[src/hw/rtl/fbfla_pkg.sv]
package fbfla_pkg;

  localparam int MAX_BLOCKS = 64;
  localparam int IDX_W      = $clog2(MAX_BLOCKS);
  localparam int CNT_W      = IDX_W + 1;
  localparam int LEN_W      = 7;

  localparam logic [LEN_W-1:0] LEN_RESET = LEN_W'(MAX_BLOCKS);
  localparam logic [CNT_W-1:0] LINK_NULL = CNT_W'(MAX_BLOCKS);

  localparam logic [1:0] CMD_ALLOC = 2'd0;
  localparam logic [1:0] CMD_FREE  = 2'd1;
  localparam logic [1:0] CMD_CLEAR = 2'd2;
  localparam logic [1:0] CMD_QUERY = 2'd3;

  localparam logic [1:0] ST_OK    = 2'd0;
  localparam logic [1:0] ST_EMPTY = 2'd1;
  localparam logic [1:0] ST_RANGE = 2'd2;

  localparam logic [1:0] BS_NEVER  = 2'd0;
  localparam logic [1:0] BS_ACTIVE = 2'd1;
  localparam logic [1:0] BS_FREED  = 2'd2;

  typedef struct packed {
    logic latch;
    logic issue;
    logic fin;
  } ctl_t;

endpackage

[src/hw/rtl/fbfla_ram.sv]
module fbfla_ram #(
  parameter int WIDTH = 8,
  parameter int DEPTH = 64
) (
  input  logic                     clk,
  input  logic                     we,
  input  logic [$clog2(DEPTH)-1:0] waddr,
  input  logic [WIDTH-1:0]         wdata,
  input  logic                     re,
  input  logic [$clog2(DEPTH)-1:0] raddr,
  output logic [WIDTH-1:0]         rdata
);

  logic [WIDTH-1:0] mem [DEPTH];

  always_ff @(posedge clk) begin
    if (we) begin
      mem[waddr] <= wdata;
    end
    if (re) begin
      rdata <= mem[raddr];
    end
  end

endmodule

[src/hw/rtl/fbfla_ctrl.sv]
module fbfla_ctrl (
  input  logic               clk,
  input  logic               rst_n,
  input  logic               start,
  output logic               busy,
  output fbfla_pkg::ctl_t    ctl
);

  typedef enum logic [1:0] {
    S_IDLE,
    S_ISSUE,
    S_FIN
  } state_t;

  state_t state_r;
  logic   busy_r;

  always_ff @(posedge clk) begin
    if (!rst_n) begin
      state_r <= S_IDLE;
      busy_r  <= 1'b0;
    end else begin
      case (state_r)
        S_IDLE: begin
          if (start) begin
            state_r <= S_ISSUE;
            busy_r  <= 1'b1;
          end
        end
        S_ISSUE: begin
          state_r <= S_FIN;
        end
        S_FIN: begin
          state_r <= S_IDLE;
          busy_r  <= 1'b0;
        end
        default: begin
          state_r <= S_IDLE;
          busy_r  <= 1'b0;
        end
      endcase
    end
  end

  assign busy      = busy_r;
  assign ctl.latch = start && !busy_r;
  assign ctl.issue = (state_r == S_ISSUE);
  assign ctl.fin   = (state_r == S_FIN);

endmodule

[src/hw/rtl/fbfla_dp.sv]
module fbfla_dp (
  input  logic                           clk,
  input  logic                           rst_n,
  input  fbfla_pkg::ctl_t                ctl,
  input  logic [1:0]                     in_command,
  input  logic [fbfla_pkg::IDX_W-1:0]    in_block_index,
  input  logic                           cfg_we,
  input  logic [fbfla_pkg::LEN_W-1:0]    cfg_pool_length,
  output logic                           out_valid,
  output logic [1:0]                     out_status,
  output logic [fbfla_pkg::IDX_W-1:0]    out_granted_index,
  output logic [1:0]                     out_block_state,
  output logic                           out_list_nonempty
);

  localparam int IDX_W = fbfla_pkg::IDX_W;
  localparam int CNT_W = fbfla_pkg::CNT_W;
  localparam int NBLK  = fbfla_pkg::MAX_BLOCKS;

  logic [fbfla_pkg::LEN_W-1:0] pool_len_r;
  logic [1:0]                  cmd_r;
  logic [IDX_W-1:0]            idx_r;
  logic [IDX_W-1:0]            head_r;
  logic                        head_vld_r;
  logic [NBLK-1:0]             link_vld_r;
  logic [NBLK-1:0]             flag_vld_r;

  logic                        out_valid_r;
  logic [1:0]                  out_status_r;
  logic [IDX_W-1:0]            out_granted_r;
  logic [1:0]                  out_bstate_r;
  logic                        out_nonempty_r;

  logic [CNT_W-1:0]            eff_n;
  logic                        idx_ok;
  logic [CNT_W-1:0]            head_plus;
  logic [CNT_W-1:0]            dflt_link;
  logic [CNT_W-1:0]            link_q;
  logic [CNT_W-1:0]            cur_link;
  logic [1:0]                  flag_q;
  logic [1:0]                  cur_flag;

  logic                        link_we;
  logic [CNT_W-1:0]            link_wdata;
  logic                        flag_we;
  logic [IDX_W-1:0]            flag_waddr;
  logic [1:0]                  flag_wdata;
  logic                        clr;
  logic [IDX_W-1:0]            head_nxt;
  logic                        head_vld_nxt;
  logic [1:0]                  status_nxt;
  logic [IDX_W-1:0]            granted_nxt;
  logic [1:0]                  bstate_nxt;

  always_comb begin
    if (pool_len_r == '0) begin
      eff_n = CNT_W'(1);
    end else if (pool_len_r > fbfla_pkg::LEN_W'(NBLK)) begin
      eff_n = CNT_W'(NBLK);
    end else begin
      eff_n = CNT_W'(pool_len_r);
    end
  end

  assign idx_ok    = {1'b0, idx_r} < eff_n;
  assign head_plus = {1'b0, head_r} + CNT_W'(1);
  assign dflt_link = (head_plus < eff_n) ? head_plus : fbfla_pkg::LINK_NULL;
  assign cur_link  = link_vld_r[head_r] ? link_q : dflt_link;
  assign cur_flag  = flag_vld_r[idx_r] ? flag_q : fbfla_pkg::BS_NEVER;

  fbfla_ram #(.WIDTH(CNT_W), .DEPTH(NBLK)) u_link_ram (
    .clk   (clk),
    .we    (link_we),
    .waddr (idx_r),
    .wdata (link_wdata),
    .re    (ctl.issue),
    .raddr (head_r),
    .rdata (link_q)
  );

  fbfla_ram #(.WIDTH(2), .DEPTH(NBLK)) u_flag_ram (
    .clk   (clk),
    .we    (flag_we),
    .waddr (flag_waddr),
    .wdata (flag_wdata),
    .re    (ctl.issue),
    .raddr (idx_r),
    .rdata (flag_q)
  );

  always_comb begin
    link_we      = 1'b0;
    link_wdata   = head_vld_r ? {1'b0, head_r} : fbfla_pkg::LINK_NULL;
    flag_we      = 1'b0;
    flag_waddr   = idx_r;
    flag_wdata   = fbfla_pkg::BS_FREED;
    clr          = 1'b0;
    head_nxt     = head_r;
    head_vld_nxt = head_vld_r;
    status_nxt   = fbfla_pkg::ST_OK;
    granted_nxt  = '0;
    bstate_nxt   = fbfla_pkg::BS_NEVER;
    case (cmd_r)
      fbfla_pkg::CMD_ALLOC: begin
        if (head_vld_r) begin
          granted_nxt = head_r;
          flag_we     = ctl.fin;
          flag_waddr  = head_r;
          flag_wdata  = fbfla_pkg::BS_ACTIVE;
          if (!cur_link[CNT_W-1]) begin
            head_nxt = cur_link[IDX_W-1:0];
          end else begin
            head_nxt     = '0;
            head_vld_nxt = 1'b0;
          end
        end else begin
          status_nxt = fbfla_pkg::ST_EMPTY;
        end
      end
      fbfla_pkg::CMD_FREE: begin
        if (idx_ok) begin
          link_we      = ctl.fin;
          flag_we      = ctl.fin;
          head_nxt     = idx_r;
          head_vld_nxt = 1'b1;
        end else begin
          status_nxt = fbfla_pkg::ST_RANGE;
        end
      end
      fbfla_pkg::CMD_CLEAR: begin
        clr          = 1'b1;
        head_nxt     = '0;
        head_vld_nxt = 1'b1;
      end
      fbfla_pkg::CMD_QUERY: begin
        if (idx_ok) begin
          bstate_nxt = cur_flag;
        end else begin
          status_nxt = fbfla_pkg::ST_RANGE;
        end
      end
      default: begin
        status_nxt = fbfla_pkg::ST_OK;
      end
    endcase
  end

  always_ff @(posedge clk) begin
    if (!rst_n) begin
      pool_len_r  <= fbfla_pkg::LEN_RESET;
      head_r      <= '0;
      head_vld_r  <= 1'b1;
      link_vld_r  <= '0;
      flag_vld_r  <= '0;
      out_valid_r <= 1'b0;
    end else begin
      out_valid_r <= ctl.fin;
      if (cfg_we) begin
        pool_len_r <= cfg_pool_length;
        head_r     <= '0;
        head_vld_r <= 1'b1;
        link_vld_r <= '0;
        flag_vld_r <= '0;
      end else if (ctl.fin) begin
        head_r     <= head_nxt;
        head_vld_r <= head_vld_nxt;
        if (clr) begin
          link_vld_r <= '0;
          flag_vld_r <= '0;
        end
        if (link_we) begin
          link_vld_r[idx_r] <= 1'b1;
        end
        if (flag_we) begin
          flag_vld_r[flag_waddr] <= 1'b1;
        end
      end
    end
  end

  always_ff @(posedge clk) begin
    if (ctl.latch) begin
      cmd_r <= in_command;
      idx_r <= in_block_index;
    end
    if (ctl.fin) begin
      out_status_r   <= status_nxt;
      out_granted_r  <= granted_nxt;
      out_bstate_r   <= bstate_nxt;
      out_nonempty_r <= head_vld_nxt;
    end
  end

  assign out_valid         = out_valid_r;
  assign out_status        = out_status_r;
  assign out_granted_index = out_granted_r;
  assign out_block_state   = out_bstate_r;
  assign out_list_nonempty = out_nonempty_r;

endmodule

[src/hw/rtl/fixed_block_free_list_allocator.sv]
// A command is latched when start is taken while idle; steps: link/state RAM read, then
// update and writeback (the out_ ports register it), then idle. Commands do not overlap.
// busy is high in read and update; results carry a one-cycle out_valid strobe, no stall.
// Reset (sync, rst_n low): length 64, all blocks linked in index order and never used.
// A pool_length write relinks the pool at once; cfg_ready is high only while idle.
module fixed_block_free_list_allocator (
  input  logic                           clk,
  input  logic                           rst_n,
  input  logic                           start,
  output logic                           busy,
  input  logic [1:0]                     in_command,
  input  logic [fbfla_pkg::IDX_W-1:0]    in_block_index,
  output logic                           out_valid,
  output logic [1:0]                     out_status,
  output logic [fbfla_pkg::IDX_W-1:0]    out_granted_index,
  output logic [1:0]                     out_block_state,
  output logic                           out_list_nonempty,
  input  logic                           cfg_valid,
  output logic                           cfg_ready,
  input  logic [fbfla_pkg::LEN_W-1:0]    cfg_pool_length
);

  fbfla_pkg::ctl_t ctl;
  logic            busy_w;

  assign busy      = busy_w;
  assign cfg_ready = !busy_w && !start;

  fbfla_ctrl u_ctrl (
    .clk   (clk),
    .rst_n (rst_n),
    .start (start),
    .busy  (busy_w),
    .ctl   (ctl)
  );

  fbfla_dp u_dp (
    .clk               (clk),
    .rst_n             (rst_n),
    .ctl               (ctl),
    .in_command        (in_command),
    .in_block_index    (in_block_index),
    .cfg_we            (cfg_valid && cfg_ready),
    .cfg_pool_length   (cfg_pool_length),
    .out_valid         (out_valid),
    .out_status        (out_status),
    .out_granted_index (out_granted_index),
    .out_block_state   (out_block_state),
    .out_list_nonempty (out_list_nonempty)
  );

endmodule
[config.mk]
export PLATFORM = sky130hd
export DESIGN_NAME = fixed_block_free_list_allocator
export DESIGN_NICKNAME = d
export VERILOG_FILES = /design/src/hw/rtl/fbfla_pkg.sv /design/src/hw/rtl/fbfla_ram.sv /design/src/hw/rtl/fbfla_ctrl.sv /design/src/hw/rtl/fbfla_dp.sv /design/src/hw/rtl/fixed_block_free_list_allocator.sv
export SDC_FILE = /design/constraint.sdc
export NUM_CORES = 1
export LEC_CHECK = 0
export BUFFER_PORTS_ARGS = -buffer_cell sky130_fd_sc_hd__clkbuf_2
export CAP_MARGIN = 15
export CELL_PAD_IN_SITES_DETAIL_PLACEMENT = 1
export CELL_PAD_IN_SITES_GLOBAL_PLACEMENT = 2
export CORE_UTILIZATION = 50
export CTS_BUF_LIST = sky130_fd_sc_hd__clkbuf_2
export CTS_CLUSTER_SIZE = 30
export DETAILED_ROUTE_END_ITERATION = 8
export HOLD_SLACK_MARGIN = 0.06
export PLACE_DENSITY = 0.86
export SKIP_CTS_REPAIR_TIMING = 1
export SLEW_MARGIN = 20
export SYNTH_ARGS = -nofsm -noshare
export SYNTH_HDL_FRONTEND = slang
export SYNTH_SLANG_ARGS = --single-unit
[constraint.sdc]
create_clock -name clk -period 5.3 [get_ports clk]
set_input_delay 0.53 -clock clk [delete_from_list [all_inputs] [get_ports clk]]
set_output_delay 0.53 -clock clk [all_outputs]
set_load 0.01 [all_outputs]
After elaboration in Yosys (flattened, before gate mapping):

Memories as Yosys holds them, arrays and structs flattened. A register that Yosys moved wholly into a read port is not among the register bits.
Cells that the tools add are included.

* $add $sub $neg: 1
* multipliers: 0
* divide/modulo/power cells: 0
* order comparisons: 8
* equal/unequal tests: 8
* shift operators: 0
* mux-type cells: 51
* bitwise logic cells: 4
* reductions and logical operators: 17

Operators by type and width (number)
* 64-bit 2-to-1 mux: 10
* 64-bit OR: 2
* 7-bit 2-to-1 mux: 5
* 6-bit 2-to-1 mux: 5
* 6-bit by 7-bit less-than comparator with 1-bit output, second input constant: 3
* 6-bit case mux with 3 select lines: 1
* 1-bit 2-to-1 mux: 17
* 1-bit binary-select mux with 6-bit select: 2
* 1-bit demux with 6-bit select: 2
* 6-bit by 1-bit greater-or-equal comparator with 1-bit output, second input constant: 2
* 2-bit 2-to-1 mux: 4
* 2-bit case mux with 2 select lines: 2
* 6-bit by 1-bit adder with 7-bit output, second input constant: 1
* 7-bit greater-than comparator, second input constant: 1
* 7-bit logical NOT: 1
* 6-bit by 7-bit less-than comparator with 1-bit output: 1
* 7-bit less-than comparator: 1
* 2-bit equality test, second input constant: 3
* 1-bit logical AND: 5
* 2-bit by 1-bit equality test with 1-bit output, second input constant: 2
* 2-bit logical NOT: 2
* 2-bit by 1-bit != test with 1-bit output, second input constant: 2
* 1-bit case mux with 2 select lines: 2
* 2-bit AND reduction: 2
* other kinds (8): 11

* bits in registers: 165
* latch bits: 0
* memory bits (writable): 576
* ROM bits: 0
* bits of input ports: 19
* output and inout bits: 14
* word-level logic and storage cells: 105
* memories: 2

Memory list
* u_dp.u_link_ram.mem: depth 64, width 7, read ports 1, clocked after Yosys merged registers in 1, wr ports 1, RTL line fbfla_ram.sv:14 `logic [WIDTH-1:0] mem [DEPTH];`
* u_dp.u_flag_ram.mem: depth 64, width 2, read ports 1, clocked after Yosys merged registers in 1, wr ports 1, RTL line fbfla_ram.sv:14

Longest topological paths before layout:

Gate-level depths: netlist (run 1).

* depth after elaboration: 9
* depth in mapped cells: 15

Modules after synthesis:

Synthesis (run 1) repeated with hierarchy kept, for this count alone.

* cells, all modules: 1886
* area, all modules: 30630.6 µm²

Modules (own cells, without submodules)
* fbfla_ram (u_dp.u_link_ram): times used 1, cells each 827, area an instance 17705.7 µm², seq. area each 13663.1 µm²
* fbfla_dp: times used 1, cells each 720, area an instance 7363.3 µm², seq. area each 3433.3 µm²
* fbfla_ram (u_dp.u_flag_ram): times used 1, cells each 324, area an instance 5417.7 µm², seq. area each 3903.7 µm²
* fbfla_ctrl: times used 1, cells each 13, area an instance 127.6 µm², seq. area each 60.1 µm²
* fixed_block_free_list_allocator: times used 1, cells each 2, area an instance 16.3 µm², seq. area each 0.0 µm²

Worst setup path after synthesis (run 1):

Ideal clock, no wire load.

* path kind: register to register
* start point: register u_dp.cmd_r[0]
* end point: memory u_dp.u_flag_ram.mem[96][0], in the netlist u_dp.u_flag_ram.mem[24][0], enable pin
* library setup time: 259 ps
* data arrival time: 3166 ps
* data required time: 5041 ps
* setup slack: 1875 ps
* stages on the path, launching flop included: 10
* clock period less this slack: 3425 ps
* path through: edfxtp_1 -> inv_1 -> ha_1 -> nand2_1 -> clkbuf_1 -> clkbuf_1 -> nor3_1 -> a41oi_1 -> clkbuf_1 -> nor2_1

* longest elaborated chain between the ends: 4

RTL lines
* start: declaration: RTL line fbfla_dp.sv:21 `logic [1:0] cmd_r;`
* start signal: assignment: RTL line fbfla_dp.sv:183 `cmd_r <= in_command;`
* 2-bit by 1-bit equality test with 1-bit output or 2-bit logical NOT (tied branches): RTL line fbfla_dp.sv:103 `case (cmd_r)`
* 1-bit case mux with 2 select lines: RTL line fbfla_dp.sv:103
* 1-bit 2-to-1 mux: RTL line fbfla_ram.sv:17 `if (we) begin`
* 1-bit 2-to-1 mux (not written as such): RTL line fbfla_ram.sv:18 `mem[waddr] <= wdata;`
* end: declaration: RTL line fbfla_ram.sv:14

Parallel ways exist; a longest one is shown, timed or not.

Final worst setup path (run 1):

* start point: register u_dp.pool_len_r[6] (netlist bit)
* end point: memory u_dp.u_link_ram.mem[55][0] (netlist bit), enable pin

* longest elaborated chain between the ends: 8

RTL lines
* start: declaration: RTL line fbfla_dp.sv:20 `logic [fbfla_pkg::LEN_W-1:0] pool_len_r;`
* start signal: assignment: RTL line fbfla_dp.sv:150 `pool_len_r <= fbfla_pkg::LEN_RESET;`
* start signal: assignment: RTL line fbfla_dp.sv:159 `pool_len_r <= cfg_pool_length;`
* 7-bit greater-than comparator: RTL line fbfla_dp.sv:58 `end else if (pool_len_r > fbfla_pkg::LEN_W'(NBLK)) begin`
* 7-bit 2-to-1 mux: RTL line fbfla_dp.sv:58
* 7-bit 2-to-1 mux *: RTL line fbfla_dp.sv:56 `if (pool_len_r == '0) begin`
* 6-bit by 7-bit less-than comparator with 1-bit output *: RTL line fbfla_dp.sv:65 `assign idx_ok = {1'b0, idx_r} < eff_n;`
* 1-bit 2-to-1 mux *: RTL line fbfla_dp.sv:121 `if (idx_ok) begin`
* 1-bit 2-to-1 mux *: RTL line fbfla_dp.sv:103
* 1-bit 2-to-1 mux *: RTL line fbfla_ram.sv:17
* 1-bit 2-to-1 mux (not written as such) *: RTL line fbfla_ram.sv:18
* end: declaration: RTL line fbfla_ram.sv:14

Every way passes the cells marked *; elsewhere a longest branch is shown, timed or not.

==> results.yml, run 1 <==
status:
  status: "finished, violations left"
  violations: "DRC"
yosys:
  synthesis.area_sq_um: 29930
  ys.flop_type: "edfxtp_1"
  netlist_instances: 1813
  synthArstFlopShare_pct: 0
  postSynthNetCount: 1848
  yosysTopAreaCell: "edfxtp_1"
  synth_edf_count: 604
  ys_seq_elements: 750
  syn_area_per_cell_sq_um: 16.51
  synth_cell_types: 60
  synth.area.top_cells: "edfxtp_1 61%, mux4_2 12%, dfxtp_1 9.8%"
  ys_seq_area_share_pct: 70.36
  netlist.area_leader.share_pct: 60.59
  yosys_warnings: 0
power:
  vdd_drop_max_mv: 0.3010
  switching_share_pct: 26.38
  p_leak_nw: 10.37
  p_clk_share_pct: 35.9
  internal-power_mw: 7.953
  p_switching_mw: 2.850
  power_mw: 10.80
  combPwrFrac_pct: 5.0
  power_density_nw_per_um2: 325.0
  seqPwrFrac_pct: 59.1
global_routing:
  grt_pass1_wl_um: 122700
  antenna_found_initial: 2
  grt_max_degree: 115
  grt_usage_pct: 27.70
  grt-ovfl-total: 0
  grt_pass1_vias: 19054
timing:
  timing.final.crit_share_pct: 75.23
  setup_tns_ns: 0
  rsz0062_at_grt: "false"
  fin_skew_ns: 0.1263
  setup_viol: 0
  slew_violations: 0
  whs_ns: 0.1677
  fin_crit_ns: 3.987
  max_freq_mhz: 250.8
  tightestPinTransition_ns: 1.237
  finalHoldViolations: 0
  slew_headroom_pct: 17.51
  setup_ws_ns: 1.313
setup_path:
  worstRegToRegCells: 9
  path_max_fanout: 48
  cp_common_cell: "a21o_1"
  critPathLaunchType: "register"
  critPathArrivalTime_ns: 4.95
  slowest_stage: "nor3_1"
  worstReg2RegEnd: "u_dp.u_link_ram.mem[55][0]"
  rrSetupSlack_ns: 1.31
  crit_path_end_kind: "register"
  reg2reg_from: "u_dp.pool_len_r[6]"
  crit_chain: "clkinv_1 > nand2_1 > ha_1 > a21o_1 > a21o_1 > o21ai_1 > nand3_2 > buf_4 > nor3_1"
  crit_required_ns: 6.26
  slowest_delay_ns: 0.96
  critPathCapture: "u_dp.u_link_ram.mem[55][0]"
  critPathLaunch: "u_dp.pool_len_r[6]"
  worst-setup-path-type: "register to register"
die:
  io_pins: 33
  initial_core_util_pct: 50.62
  die-area_sq_um: 60850
  coreArea_sq_um: 59130
  std_cell_rows: 89
  fp.dieW_um: 246.7
  dieHeight_um: 246.7
detailed_routing:
  num_vias: 18464
  drt_iter0_drc: 1926
  wl_um: 83420
  wl_per_cell_um: 28.63
  drt_pass1_iterations: 7
  ant_nets: 0
  drc: 6
  via_per_inst: 6.336
place:
  dp_slack_ns: 1.409
  place.port_buffers: 32
  gp_congestion: 0.8361
  dp_hpwl_um: 49580
final_layout:
  syn_to_final_growth_pct: 11.03
  most-common-layout-cells: "604 x edfxtp_1, 283 x clkbuf_2, 157 x mux4_2"
  nNetsFinal: 2023
  fin_util_pct: 56.20
  layout-drive-gt1-share_pct: 26.65
  final_common_cell: "edfxtp_1"
clocking:
  cts_buffers: 182
  clockBufferDepth: 3
  clkSinkCount: 750
  tritoncts: "yes"
  clkTransAtPathRegs_ns: 0.12
  htree_levels: 4
  insertion_delay_ns: 1.44
  cts_root_buffer: "clkbuf_2"
worst_hold_path:
  hold_class: "input pin to register"
run:
  drv_cap: 0
[sequential cells by signal, indices dropped and copies added (netlist names), 6 cells and up]
register and count:
u_dp.u_flag_ram.mem 128, u_dp.out_granted_index 6, u_dp.head_r 6, u_dp.u_link_ram.mem 448, u_dp.link_vld_r 64, u_dp.pool_len_r 7
u_dp.u_link_ram.rdata 7, u_dp.idx_r 6, u_dp.flag_vld_r 64
[power by group through the flow]
stage	clock network, mW	registers, mW	logic (mW)
4_1_cts	3.96	6.38	0.506
5_1_grt	4.23	6.38	0.568
2_1_floorplan	0	6.49	0.317
3_3_place_gp	0	6.51	0.494
3_5_place_dp	0	6.51	0.505
6_report	3.88	6.38	0.542
[final cells by class]
type | instances | area (sq um)
fillers | 5577 | 25900
flip-flops and latches | 750 | 21070
multi-input cells | 908 | 8335
clock buffers | 251 | 1256
repair buffers | 134 | 1090
well taps | 773 | 967.2
clock inverters | 80 | 454.2
inverters | 12 | 45.04
diodes | 6 | 15.01
[routing by layer]
| layer | track usage (%) | routed length (um) |
|---|---|---|
| met4 | 9.677 | 1969 |
| met2 | 44.48 | 41520 |
| met1 | 37.29 | 33690 |
| met5 | 0 | 0 |
| met3 | 6.273 | 6241 |
[kinds of logic (layout without fill, tap and decap cells)]
family / after synthesis / in the layout / synth area share (%)
other cells: 0 / 6 / 0
simple gates: 404 / 404 / 6.249
buf+inv: 155 / 477 / 2.086
flops: 750 / 750 / 70.36
mux: 168 / 168 / 12.57
compound gates: 316 / 316 / 7.946
fa+ha+maj: 16 / 16 / 0.6688
xor+xnor: 4 / 4 / 0.1171
[cells in the mapped netlist, drive strengths merged, types with 5 or more instances]
cell	n
edfxtp	604
mux4	164
dfxtp	146
nand2	142
clkbuf	99
nor3	87
nor2	80
o31ai	65
a22oi	52
buf	44
o21ai	40
a32o	32
a31oi	27
a22o	24
a221oi	22
nand3	21
a21oi	16
ha	16
and3	13
and2	11
inv	10
nor4	8
nor2b	7
a211oi	6
a21boi	6
a41oi	5
nand2b	5
or3	5
[per-stage QoR]
step	cell area, sq um	cells
finish	33230	2914
global route	33230	2914
CTS	32700	2858
detailed placement	30990	2527
global placement	30990	2527
floorplan	29930	1813
[worst min path at each step]
stage / startpoint / endpoint / slack [ns] / cells after the start
after floorplan: u_ctrl.state_r[0] / u_ctrl.state_r[0] / 0.40 / 1
after global placement: u_ctrl.state_r[0] / u_ctrl.state_r[0] / 0.41 / 1
after detailed placement: u_ctrl.state_r[0] / u_ctrl.state_r[0] / 0.42 / 1
after CTS: in_block_index[5] / u_dp.idx_r[5] / -0.83 / 1
after global routing: cfg_valid / u_dp.pool_len_r[1] / 0.13 / 5
final: cfg_valid / u_dp.flag_vld_r[26] / 0.17 / 5
[critical path, delay by kind of cell, from the launching register on]
kind | cells | cell delay [ns]
and+or+nand+nor | 3 | 1.34
buffers and inverters | 2 | 0.61
adders and majority gates | 1 | 0.27
AOI/OAI and AO/OA | 3 | 0.84
DFF | 1 | 0.39
No activity file was read; power rests on OpenSTA's default activity.
==> run 2, diff against run 1 <==
Settings changed: CORE_UTILIZATION 50 to 45, PLACE_DENSITY 0.86 to 0.82.
Clock period 5.3 ns to 3.6 ns, I/O delays scaled along.
==> run 2 against run 1 <==
Net effect:
- the flow now finishes without violations
- count of clock-buffer cells in the layout grew 22
- combinational power grew 52%
- highest routed layer unchanged
- flip-flop and latch count is the same
- utilization shrank 4.4 points
- critical endpoint is now u_dp.u_flag_ram.mem[53][0]
- cell count grew 6.1%
- clock skew shrank 0.022 ns
- via count grew 1.3%
- sequential power grew 47%
==> results.yml, run 2 (same netlist as run 1, synthesis figures left out) <==
global_routing:
  grt_pass1_vias: 19724
  antenna_found_initial: 4
  grt_pass1_wl_um: 125400
  grt_max_degree: 72
  use_met1_pct: 31.77
  grt-ovfl-total: 0
  top_usage_layer: "met2"
  gr-usage-met3_pct: 5.136
  grt.met2_usage_pct: 43.08
  grt_usage_pct: 25.38
final_layout:
  layout-drive-gt1-share_pct: 29.35
  fin_util_pct: 51.83
  top_register: "u_dp.u_link_ram.mem"
  nFillCells: 6388
  reg_top3: "u_dp.u_link_ram.mem: 448 flops, u_dp.u_flag_ram.mem: 128 flops"
  nNetsFinal: 2114
  syn_to_final_growth_pct: 13.85
  largest_reg_flops: 448
  final_common_cell: "edfxtp_1"
  most-common-layout-cells: "604 x edfxtp_1, 305 x clkbuf_2, 157 x mux4_2"
  multiInputGateArea_sq_um: 8330
  layout.area.seq_sq_um: 21070
clocking:
  tritoncts: "yes"
  clkSinkCount: 750
  clkTransAtPathRegs_ns: 0.17
  cts_root_buffer: "clkbuf_2"
  clockBufferDepth: 3
  insertion_delay_ns: 1.42
  cts_buffers: 183
  htree_levels: 4
power:
  p_clk_share_pct: 36.4
  combPwrFrac_pct: 5.1
  seqPwrFrac_pct: 58.5
  p_leak_nw: 10.87
  internal-power_mw: 11.94
  vdd_drop_max_mv: 0.2811
  power_density_nw_per_um2: 470.2
  switching_share_pct: 25.51
  p_switching_mw: 4.087
timing:
  max_freq_mhz: 289.8
  slew_violations: 0
  setup_ws_ns: 0.1493
  setup_viol: 0
  rsz0062_at_grt: "false"
  finalHoldViolations: 0
  slew_headroom_pct: 31.59
  fin_crit_ns: 3.451
  timing.final.crit_share_pct: 95.85
  setup_tns_ns: 0
  tightestPinTransition_ns: 1.022
  fin_skew_ns: 0.1046
place:
  gp_congestion: 0.8572
  place.port_buffers: 32
  dp_hpwl_um: 52220
  dp_slack_ns: 0.2428
setup_path:
  crit_required_ns: 4.59
  reg2reg_from: "u_dp.pool_len_r[6]"
  crit_path_end_kind: "register"
  critPathLaunch: "u_dp.pool_len_r[6]"
  critPathArrivalTime_ns: 4.44
  worst-setup-path-type: "register to register"
  path_max_fanout: 32
  critPathLaunchType: "register"
detailed_routing:
  wl_per_cell_um: 27.52
  drt_iter0_drc: 1748
  drc: 0
  ant_nets: 0
  via_per_inst: 6.045
  wl_um: 85130
  drt_pass1_iterations: 5
  num_vias: 18697
die:
  die-area_sq_um: 67550
  coreArea_sq_um: 65750
  initial_core_util_pct: 45.53
  std_cell_rows: 94
  fp.dieW_um: 259.9
  dieHeight_um: 259.9
  io_pins: 33
worst_hold_path:
  hp-start: "in_block_index[3]"
  hold_class: "input pin to register"
status:
  status: "finished clean"
run:
  drv_cap: 0
## run 2: cell count changes in the layout (fill, tap and decap cells not counted), sizes merged
cell | before | now
clkbuf | 283 | 305
diode | 6 | 4
buf | 53 | 142
inv | 15 | 16
clkinv | 72 | 48
dlygate4sd3 | 49 | 50
clkinvlp | 3 | 2
bufinv | 2 | 4
## run 2: power groups by stage
stage	Sequential [mW]	Clock [mW]	Combinational, mW
after floorplan	9.55	0	0.467
after global placement	9.56	0	0.745
after detailed placement	9.56	0	0.768
after CTS	9.37	5.98	0.771
after global routing	9.37	6.42	0.868
final	9.37	5.83	0.825
## run 2: path summary, 6_finish.rpt
path	endpoint	slack, ns	cells past startpoint
max	u_dp.u_flag_ram.mem[53][0]	0.15	10
min	u_dp.idx_r[3]	0.28	3
max reg2reg	u_dp.u_flag_ram.mem[53][0]	0.15	10
min reg2reg	u_dp.link_vld_r[5]	0.46	2
## run 2: layout make-up
class                   instances  area share (%)
repair buffers                224           5.324
multi-input cells             908           24.44
clock buffers                 273           4.009
clock inverters                58           1.061
well taps                     864           3.172
inverters                      12          0.1322
diodes                          4         0.02937
flip-flops and latches        750           61.83
## run 2: routing by layer
layer | up-vias | wire length [um]
met1 | 9765 | 33710
met2 | 763 | 43950
met5 | - | 0
met4 | 0 | 2474
li1 | 7995 | -
met3 | 174 | 4985
## run 2: critical path: stages (launching register included)
cell and delay [ns]:
dfxtp_1 0.39, clkinv_1 0.25, nand2_1 0.20, ha_1 0.27, a21o_1 0.18, a21o_1 0.18
o21ai_1 0.47, buf_4 0.28, a41oi_2 0.15, buf_4 0.29, nor3_1 0.38
## run 2: metrics by stage
step / power (mW) / instances / cell area (sq um) / hold slack [ns]
final: 16.02 / 3093 / 34080 / 0.2761
after detailed placement: 10.33 / 2707 / 31820 / 0.4362
after global placement: 10.31 / 2707 / 31820 / 0.4093
after global routing: 16.65 / 3093 / 34080 / 0.1768
after floorplan: 10.01 / 1813 / 29930 / 0.3995
after CTS: 16.12 / 3038 / 33550 / -0.9646
==> run 3, diff against run 2 <==
Settings changed: REMOVE_ABC_BUFFERS from default to 1.
==> run 3 against run 2 <==
Net effect:
- clock skew up 0.041 ns
- die area unchanged
- combinational power about the same
- sequential share of layout area up 0.34 points
- largest power group unchanged
- highest routed layer is now met5
- utilization down 0.29 points
- count of clock-buffer cells in the layout up 3
- clock power down 5.0%
- non-clock buffer count down 4
- register-to-register slack better by 0.07 ns
- hold slack better by 0.0088 ns
- flip-flop and latch count unchanged
- critical path type unchanged
- largest cell class unchanged
- routed wire length down 1.6%
==> results.yml, run 3 (same netlist as run 1, synthesis figures left out) <==
final_layout:
  most-common-layout-cells: "604 x edfxtp_1, 308 x clkbuf_2, 157 x mux4_2"
  top_register: "u_dp.u_link_ram.mem"
  final_common_cell: "edfxtp_1"
  syn_to_final_growth_pct: 13.23
  nNetsFinal: 2107
  reg_top3: "u_dp.u_link_ram.mem: 448 flops, u_dp.u_flag_ram.mem: 128 flops"
  nFillCells: 6359
  stdcell_area_sq_um: 33890
  largest_reg_flops: 448
  fin_util_pct: 51.55
  layout-drive-gt1-share_pct: 29.51
status:
  status: "finished clean"
clocking:
  clkTransAtPathRegs_ns: 0.13
  htree_levels: 4
  clockBufferDepth: 3
  cts_root_buffer: "clkbuf_2"
  insertion_delay_ns: 1.37
  cts_buffers: 180
  tritoncts: "yes"
  clkSinkCount: 750
timing:
  setup_viol: 0
  finalHoldViolations: 0
  fin_crit_ns: 3.378
  timing.final.crit_share_pct: 93.84
  tightestPinTransition_ns: 1.051
  fin_skew_ns: 0.1453
  slew_violations: 0
  max_freq_mhz: 296.0
  slew_headroom_pct: 29.76
  rsz0062_at_grt: "false"
setup_path:
  worstReg2RegEnd: "u_dp.u_flag_ram.mem[47][1]"
  slowest_delay_ns: 0.61
  reg2reg_from: "u_dp.cmd_r[0]"
  worstRegToRegCells: 7
  critPathArrivalTime_ns: 4.27
  crit_required_ns: 4.49
  worst-path-buf-inv: 2
  worst-setup-path-type: "register to register"
  rrSetupSlack_ns: 0.22
  crit_path_end_kind: "register"
  path_max_fanout: 24
  critPathTopFamily: "simple AND/OR/NAND/NOR gates"
  critPathLaunchType: "register"
  crit_chain: "inv_1 > ha_1 > nand2_2 > inv_2 > o21ai_0 > nand2_1 > nor3_1"
  slowest_stage: "o21ai_0"
place:
  placed_area_sq_um: 31770
  gp_congestion: 0.8447
  dp_hpwl_um: 51700
  place.port_buffers: 32
die:
  dieHeight_um: 259.9
  fp.dieW_um: 259.9
  die-area_sq_um: 67550
  initial_core_util_pct: 45.53
  std_cell_rows: 94
  io_pins: 33
  coreArea_sq_um: 65750
detailed_routing:
  num_vias: 18459
  wl_um: 83770
  ant_nets: 0
  drt_iter0_drc: 1623
  drt_pass1_iterations: 5
  drc: 0
  wl_per_cell_um: 27.28
  via_per_inst: 6.011
global_routing:
  top_usage_layer: "met2"
  grt_pass1_wl_um: 122500
  grt-ovfl-total: 0
  grt_pass1_vias: 19430
  antenna_found_initial: 4
  grt_max_degree: 103
  grt_usage_pct: 24.74
  use_met1_pct: 31.40
  grt.met2_usage_pct: 41.36
  gr-usage-met3_pct: 5.409
power:
  vdd_drop_max_mv: 0.3052
  p_leak_nw: 10.79
  power_mw: 15.74
  power_density_nw_per_um2: 464.3
worst_hold_path:
  hold_class: "input pin to register"
  holdPathStages: 3
  hp-start: "in_block_index[2]"
  min_to: "u_dp.idx_r[2]"
run:
  drv_cap: 0
[run 3: tightest hold or removal path: stages]
cell	delay (ns)
dlygate4sd3_1	0.54
clkbuf_2	0.11
dlygate4sd3_1	0.54
[run 3: worst max path at each step]
| stage | startpoint | endpoint | slack [ns] | cells after the start |
|---|---|---|---|---|
| 2_1_floorplan | u_dp.head_r[0] | u_dp.u_link_ram.mem[0][0] | -4.22 | 2 |
| 3_3_place_gp | u_dp.head_r[0] | u_dp.out_list_nonempty | 0.45 | 8 |
| 3_5_place_dp | u_dp.cmd_r[0] | u_dp.u_flag_ram.mem[50][0] | 0.32 | 8 |
| 4_1_cts | u_dp.cmd_r[0] | u_dp.u_flag_ram.mem[50][0] | 0.30 | 8 |
| 5_1_grt | u_dp.cmd_r[0] | u_dp.u_flag_ram.mem[50][0] | 0.05 | 8 |
| 6_report | u_dp.cmd_r[0] | u_dp.u_flag_ram.mem[47][1] | 0.22 | 7 |
[run 3: metal layers]
layer	vias to the layer above	share of wire, %
met5	-	0.0095
met4	2	2.6
met3	147	6.1
met2	724	51
met1	9631	40
li1	7955	-
[run 3: metrics by stage]
stage / std cells / setup slack [ns] / TNS [ns] / hold slack, ns
floorplan: 1670 / -4.215 / -1251.55 / 0.3995
global placement: 2703 / 0.4538 / 0 / 0.4085
detailed placement: 2703 / 0.3217 / 0 / 0.4321
CTS: 3016 / 0.2968 / 0 / -0.9798
global route: 3070 / 0.04676 / 0 / 0.1957
finish: 3071 / 0.2216 / 0 / 0.2849
[run 3: power by group]
part           switching [mW]  leakage [nW]  internal (mW)  total [mW]
registers              0.0350          6.48           9.33        9.37
logic                   0.552          3.06          0.272       0.824
clock network            3.43          1.24           2.11        5.54
total                    4.02          10.8           11.7        15.7
[run 3: final cells by class]
class	count	area, sq um	share of cell area [%]
flip-flops and latches	750	21070	62.17
multi-input cells	908	8325	24.57
repair buffers	220	1762	5.198
clock buffers	276	1381	4.076
well taps	864	1081	3.190
clock inverters	37	216.5	0.6387
inverters	12	45.04	0.1329
diodes	4	10.01	0.02953
